===== src/rtl/core/assert_macros.svh =====
// Assertion macros shared by the power bisector side predicate RTL.
// No dependencies; included by files that carry concurrent assertions.
`ifndef ASSERT_MACROS_SVH
`define ASSERT_MACROS_SVH

// Same-cycle implication, disabled while the active-low reset is asserted.
`define ASSERT_IMPLIES(label, clk, rst_n, ante, cons) \
    label: assert property (@(posedge clk) disable iff (!(rst_n)) (ante) |-> (cons)) \
        else $error("%m: implication check failed");

// Next-cycle implication, disabled while the active-low reset is asserted.
`define ASSERT_NEXT(label, clk, rst_n, ante, cons) \
    label: assert property (@(posedge clk) disable iff (!(rst_n)) (ante) |=> (cons)) \
        else $error("%m: next-cycle check failed");

`endif


===== src/rtl/core/pbs_pkg.sv =====
// Package for the power bisector side predicate core: types, codes and defaults.
// No dependencies; used by pbs_split_mul and the top level.
`default_nettype none

package pbs_pkg;

    localparam int COORD_BITS_DEF    = 16;
    localparam int WEIGHT_BITS_DEF   = 32;

    localparam int FIELD_COORD_BITS  = 16;
    localparam int FIELD_WEIGHT_BITS = 32;
    localparam int S_TDATA_BITS      = 192;
    localparam int M_TDATA_BITS      = 8;
    localparam int CFG_INDEX_BITS    = 2;
    localparam int CFG_DATA_BITS     = 32;

    typedef enum logic [1:0] {
        SIDE_NEG  = 2'd0,
        SIDE_ZERO = 2'd1,
        SIDE_POS  = 2'd2
    } t_side;

    typedef enum logic {
        CMD_POINT   = 1'b0,
        CMD_SEGMENT = 1'b1
    } t_cmd;

    typedef enum logic [1:0] {
        CFG_SITE_X      = 2'd0,
        CFG_SITE_Y      = 2'd1,
        CFG_SITE_WEIGHT = 2'd2
    } t_cfg_index;

    // Load enables for the two register stages of a split multiplier.
    typedef struct packed {
        logic load_pp;
        logic load_sum;
    } t_mul_en;

    function automatic t_side side_of(input logic neg, input logic zero);
        t_side s;
        if (zero) begin
            s = SIDE_ZERO;
        end else if (neg) begin
            s = SIDE_NEG;
        end else begin
            s = SIDE_POS;
        end
        return s;
    endfunction

endpackage

`default_nettype wire


===== src/rtl/core/pbs_split_mul.sv =====
// Two-stage signed multiplier that splits the wide operand into halves.
// Depends on pbs_pkg for the load enable struct.
`default_nettype none

module pbs_split_mul #(
    parameter int A_BITS = 17,
    parameter int B_BITS = 54
) (
    input  wire logic                         i_clk,
    input  wire pbs_pkg::t_mul_en             i_en,
    input  wire logic signed [A_BITS-1:0]     i_a,
    input  wire logic signed [B_BITS-1:0]     i_b,
    output logic signed [A_BITS+B_BITS-1:0]   o_p
);

    localparam int LO_BITS  = B_BITS / 2;
    localparam int HI_BITS  = B_BITS - LO_BITS;
    localparam int PLO_BITS = A_BITS + LO_BITS + 1;
    localparam int PHI_BITS = A_BITS + HI_BITS;
    localparam int P_BITS   = A_BITS + B_BITS;

    logic signed [LO_BITS:0]     w_b_lo;
    logic signed [HI_BITS-1:0]   w_b_hi;
    logic signed [PLO_BITS-1:0]  r_pp_lo;
    logic signed [PHI_BITS-1:0]  r_pp_hi;
    logic signed [PLO_BITS-1:0]  n_pp_lo;
    logic signed [PHI_BITS-1:0]  n_pp_hi;
    logic signed [P_BITS-1:0]    r_p;
    logic signed [P_BITS-1:0]    n_p;

    // The low half is an unsigned digit; the high half carries the sign.
    assign w_b_lo = $signed({1'b0, i_b[LO_BITS-1:0]});
    assign w_b_hi = i_b[B_BITS-1:LO_BITS];

    always_comb begin
        n_pp_lo = PLO_BITS'(i_a) * PLO_BITS'(w_b_lo);
        n_pp_hi = PHI_BITS'(i_a) * PHI_BITS'(w_b_hi);
        n_p     = (P_BITS'(r_pp_hi) <<< LO_BITS) + P_BITS'(r_pp_lo);
    end

    always_ff @(posedge i_clk) begin
        if (i_en.load_pp) begin
            r_pp_lo <= n_pp_lo;
            r_pp_hi <= n_pp_hi;
        end
        if (i_en.load_sum) begin
            r_p <= n_p;
        end
    end

    assign o_p = r_p;

endmodule

`default_nettype wire


===== config.mk =====
export PLATFORM = sky130hd
export DESIGN_NAME = pbs_split_mul
export DESIGN_NICKNAME = d
export VERILOG_FILES = /design/src/rtl/core/assert_macros.svh /design/src/rtl/core/pbs_pkg.sv /design/src/rtl/core/pbs_split_mul.sv
export SDC_FILE = /design/constraint.sdc
export NUM_CORES = 2
export LEC_CHECK = 0
export BUFFER_PORTS_ARGS = -buffer_cell sky130_fd_sc_hd__buf_2
export CORE_ASPECT_RATIO = 0.5
export CORE_MARGIN = 2
export CORE_UTILIZATION = 34
export DETAILED_ROUTE_END_ITERATION = 10
export PLACE_DENSITY_LB_ADDON = 0.15
export SYNTH_ARGS = -nofsm -noshare
export SYNTH_HDL_FRONTEND = slang
export SYNTH_SLANG_ARGS = --single-unit

===== constraint.sdc =====
create_clock -name i_clk -period 9.06 [get_ports i_clk]
set_clock_uncertainty 0.2 [all_clocks]
set_input_delay 0.453 -clock i_clk [delete_from_list [all_inputs] [get_ports i_clk]]
set_output_delay 0.453 -clock i_clk [all_outputs]
set_load 0.01 [all_outputs]

=== After elaboration in Yosys (flattened, before gate mapping) ===
Cells that the tools add are included.

* $add $sub $neg: 1
* Multiply operators: 2

{| class="wikitable"
|+ Operator list
! operator !! count
|-
| 71-bit by 45-bit adder with 71-bit output || 1
|-
| 17-bit by 28-bit multiplier with 45-bit output || 1
|-
| 17-bit by 27-bit multiplier with 44-bit output || 1
|}

* Flip-flop bits (word level): 160

=== Longest topological paths before layout ===
* Depth in word-level cells: 1
* Mapped depth: 26

=== Least setup slack after synthesis ===
Ideal clock, no wire load.

* Path kind: input port to flip-flop
* Start point: in i_a[2]
* End point: reg r_pp_hi[42], data pin
* Arrival: 6527 ps
* Data required time: 8598 ps
* Setup slack: 2071 ps
* Stages on the path: 23
* Cell sequence: clkbuf_1 -> clkbuf_1 -> nand2_1 -> fa_1 -> fa_1 -> fa_1 -> inv_1 -> fa_1 -> fa_1 -> inv_1 -> fa_1 -> inv_1 -> ha_1 -> a21o_1 -> a221o_1 -> a21o_1 -> a311o_1 -> a31oi_4 -> o2bb2ai_2 -> nor3_2 -> a2111oi_4 -> a21oi_1 -> xor2_1

* Longest elaborated chain between the ends: 1

{| class="wikitable"
|+ RTL lines
! element !! line !! source
|-
| start, declared || pbs_split_mul.sv:11 || <nowiki>input wire logic signed [A_BITS-1:0] i_a,</nowiki>
|-
| 17-bit by 27-bit multiplier with 44-bit output || pbs_split_mul.sv:37 || <nowiki>n_pp_hi = PHI_BITS'(i_a) * PHI_BITS'(w_b_hi);</nowiki>
|-
| named net n_pp_hi[42] || pbs_split_mul.sv:27 || <nowiki>logic signed [PHI_BITS-1:0] n_pp_hi;</nowiki>
|-
| end signal, assigned || pbs_split_mul.sv:44 || <nowiki>r_pp_hi <= n_pp_hi;</nowiki>
|-
| end, declared || pbs_split_mul.sv:25 || <nowiki>logic signed [PHI_BITS-1:0] r_pp_hi;</nowiki>
|}

The timed path passes the listed nets, and every way through them passes these cells.
A chain may end at the register's enable or synchronous reset.

=== Worst setup path after layout ===
* Start point: in i_a[2]
* End point: reg r_pp_hi[43], data pin

Same word-level chain as after synthesis.

==> results.txt <==
Via Count = 26316
Rows = 86
nets = 5148
initial DRC count = 1575
Top Ports = 145
clock sinks = 160
CTS tree = yes
First-pass DRT Iterations = 6
CP dominant cell by count = fa_1
CP arrival = 7540 ps
final wirelength = 106000 um
initial antenna violation count = 4
Max Fanout on Critical Path = 40
clock slew at reported path FFs = 70 ps
Least-Margin Pin Slew = 1040 ps
RSZ-0062 raised after global routing = false
syn_area_per_cell = 9.65 sq um
status = complete, no violations
largest net degree at the start of global routing = 57
Slew HR = 30.8%
endpoint type of the worst setup path = flop
ratio of cells with drive above 1 in the final layout = 5.77%
vias in the first global route = 28943
root buffer cell = clkbuf_16
CP max-delay cell = buf_2
GRT Util Overall = 19.6%
Max-cap violations = 0
CTS resizes = 0
post-route DRC violation count = 0
chain of cells forming the critical path = buf_2, nand2_1, fa_1, fa_1, fa_1, inv_1, fa_1, fa_1, inv_1, fa_1, inv_1, ha_1, nand4_1, or3b_1, a21oi_1, a32oi_1, o311a_1, nor3b_1, a41oi_1, xnor2_1
CTS H-tree lvls = 4
Post-Place Worst Slack = 1140 ps
Detailed Place HPWL = 84900 um
post-synthesis cell count = 3907
Period minus WS final = 7500 ps
Post-Syn Nets = 5098
# hold bufs at CTS = 0
Layout Utilization = 37.0%
Die Height = 240 um
YS warnings = 0
final count of hold timing violations = 0
register area share after synthesis = 12.7%
Syn Std Cell Area = 0.0377 sq mm
number of port buffers = 144
Final ANT Viol Nets = 0
clk_lat worst skew = 510 ps
Layout area overhead = 7.95%
core area = 0.110 sq mm
Top FF cell, synth = edfxtp_1
Peak Freq = 133 MHz
delay of the slowest critical-path stage = 660 ps
Post-CTS Setup Inserts = 0
die width = 475 um
GPL Wtd Cong = 0.872
TritonCTS Buffers = 17
Post-Route Setup TNS = 0 ps
Seq cells post-synth = 160
WS Path Type = input port to flop
Startpoint Class = input port
asr flop ratio synth = 0%
vias per std cell = 4.81
Crit path required time = 9090 ps
number of synthesized flops with an enable pin = 160
Final WS setup = 1560 ps
layout filler cell count = 11188
Initial Util = 34.3%
Slew Viols, Final = 0
post-DR wirelength/cell = 19.4 um
min-delay worst type = input port to flop
aggregate global routing overflow = 0
wire length of the first global-routing pass = 169000 um
commonest non-fill, non-tap cell in the layout = inv_1
fin crit share = 82.8%
unique cell type count in the Yosys netlist = 66
Max Root-Sink Buffers = 2
Final setup viols = 0
die area = 0.114 sq mm
commonest cells after routing, fill and taps aside = inv_1, fa_1, nand2_1
## cell usage after synthesis (all sizes together) (4+ instances only)
cell type,n,area (sq um)
o211ai,12,90.1
a221o,5,50.1
fa,821,16400
inv,866,3250
xnor2,90,788
o21ai,59,295
nand2b,38,238
edfxtp,160,4800
o21bai,17,128
nand2,508,1910
a21o,65,488
o21a,12,90.1
xor2,34,298
nor3,15,80.1
nand3,18,90.1
nor2,96,360
clkbuf,159,597
nand4,6,37.5
and3,10,62.6
a2111oi,6,72.6
and2,416,2600
a21oi,110,554
a31o,4,35.0
a31oi,15,109
nor2b,19,119
ha,296,3700
## layer usage
layer / global-route usage [%] / wire length [um]
met1: 27.6 / 49800
met2: 31.1 / 48400
met3: 4.07 / 6390
met4: 4.16 / 1760
met5: 0 / 27
## kinds of logic after synthesis
group	synth area share, %
xor gates and xnor gates	2.88
AOI/OAI and AO/OA	5.96
adders and majority gates	53.4
buffers and inverters	10.2
DFF	12.7
and+or+nand+nor	14.8
## flip-flops by register name, indices dropped and copies added, names as in the netlist
| name | flops |
|---|---|
| o_p | 71 |
| r_pp_lo | 45 |
| r_pp_hi | 44 |
## final timing paths
check / from / to / slack (ps) / cells past startpoint
max: i_a[2] / r_pp_hi[43] / 1560 / 20
min: i_en[0] / o_p[26] / 120 / 1
max reg2reg: r_pp_lo[36] / o_p[70] / 4870 / 11
min reg2reg: r_pp_lo[1] / o_p[1] / 210 / 0
## layout make-up
cell class                 count  area (sq um)  share of cell area (%)
antenna                        2          5.00                  0.0123
clock buffer                  17           425                    1.04
clock inverter                15           199                   0.489
inverter                     866          3250                    7.98
multi-input combinational   2722         29100                    71.4
sequential                   160          4800                    11.8
tap                         1496          1870                    4.60
timing repair buffer         190          1100                    2.69
## critical path, delay by kind of cell
kind	cells	cell delay, ps
xor gates and xnor gates	1	160
adders and majority gates	7	3430
AOI/OAI and AO/OA	4	1420
buffers and inverters	4	800
and+or+nand+nor	4	1180
## stage by stage
stage          hold slack [ps]  cells  instance area [sq um]
2_1_floorplan              200   3907                  37700
3_3_place_gp               205   5434                  40100
3_5_place_dp               205   5434                  40100
4_1_cts                   83.3   5466                  40700
5_1_grt                    105   5466                  40700
6_report                   125   5468                  40700
Power is not shown: default switching activity piles up to over one toggle a cycle in this logic, so the estimate is an artifact.
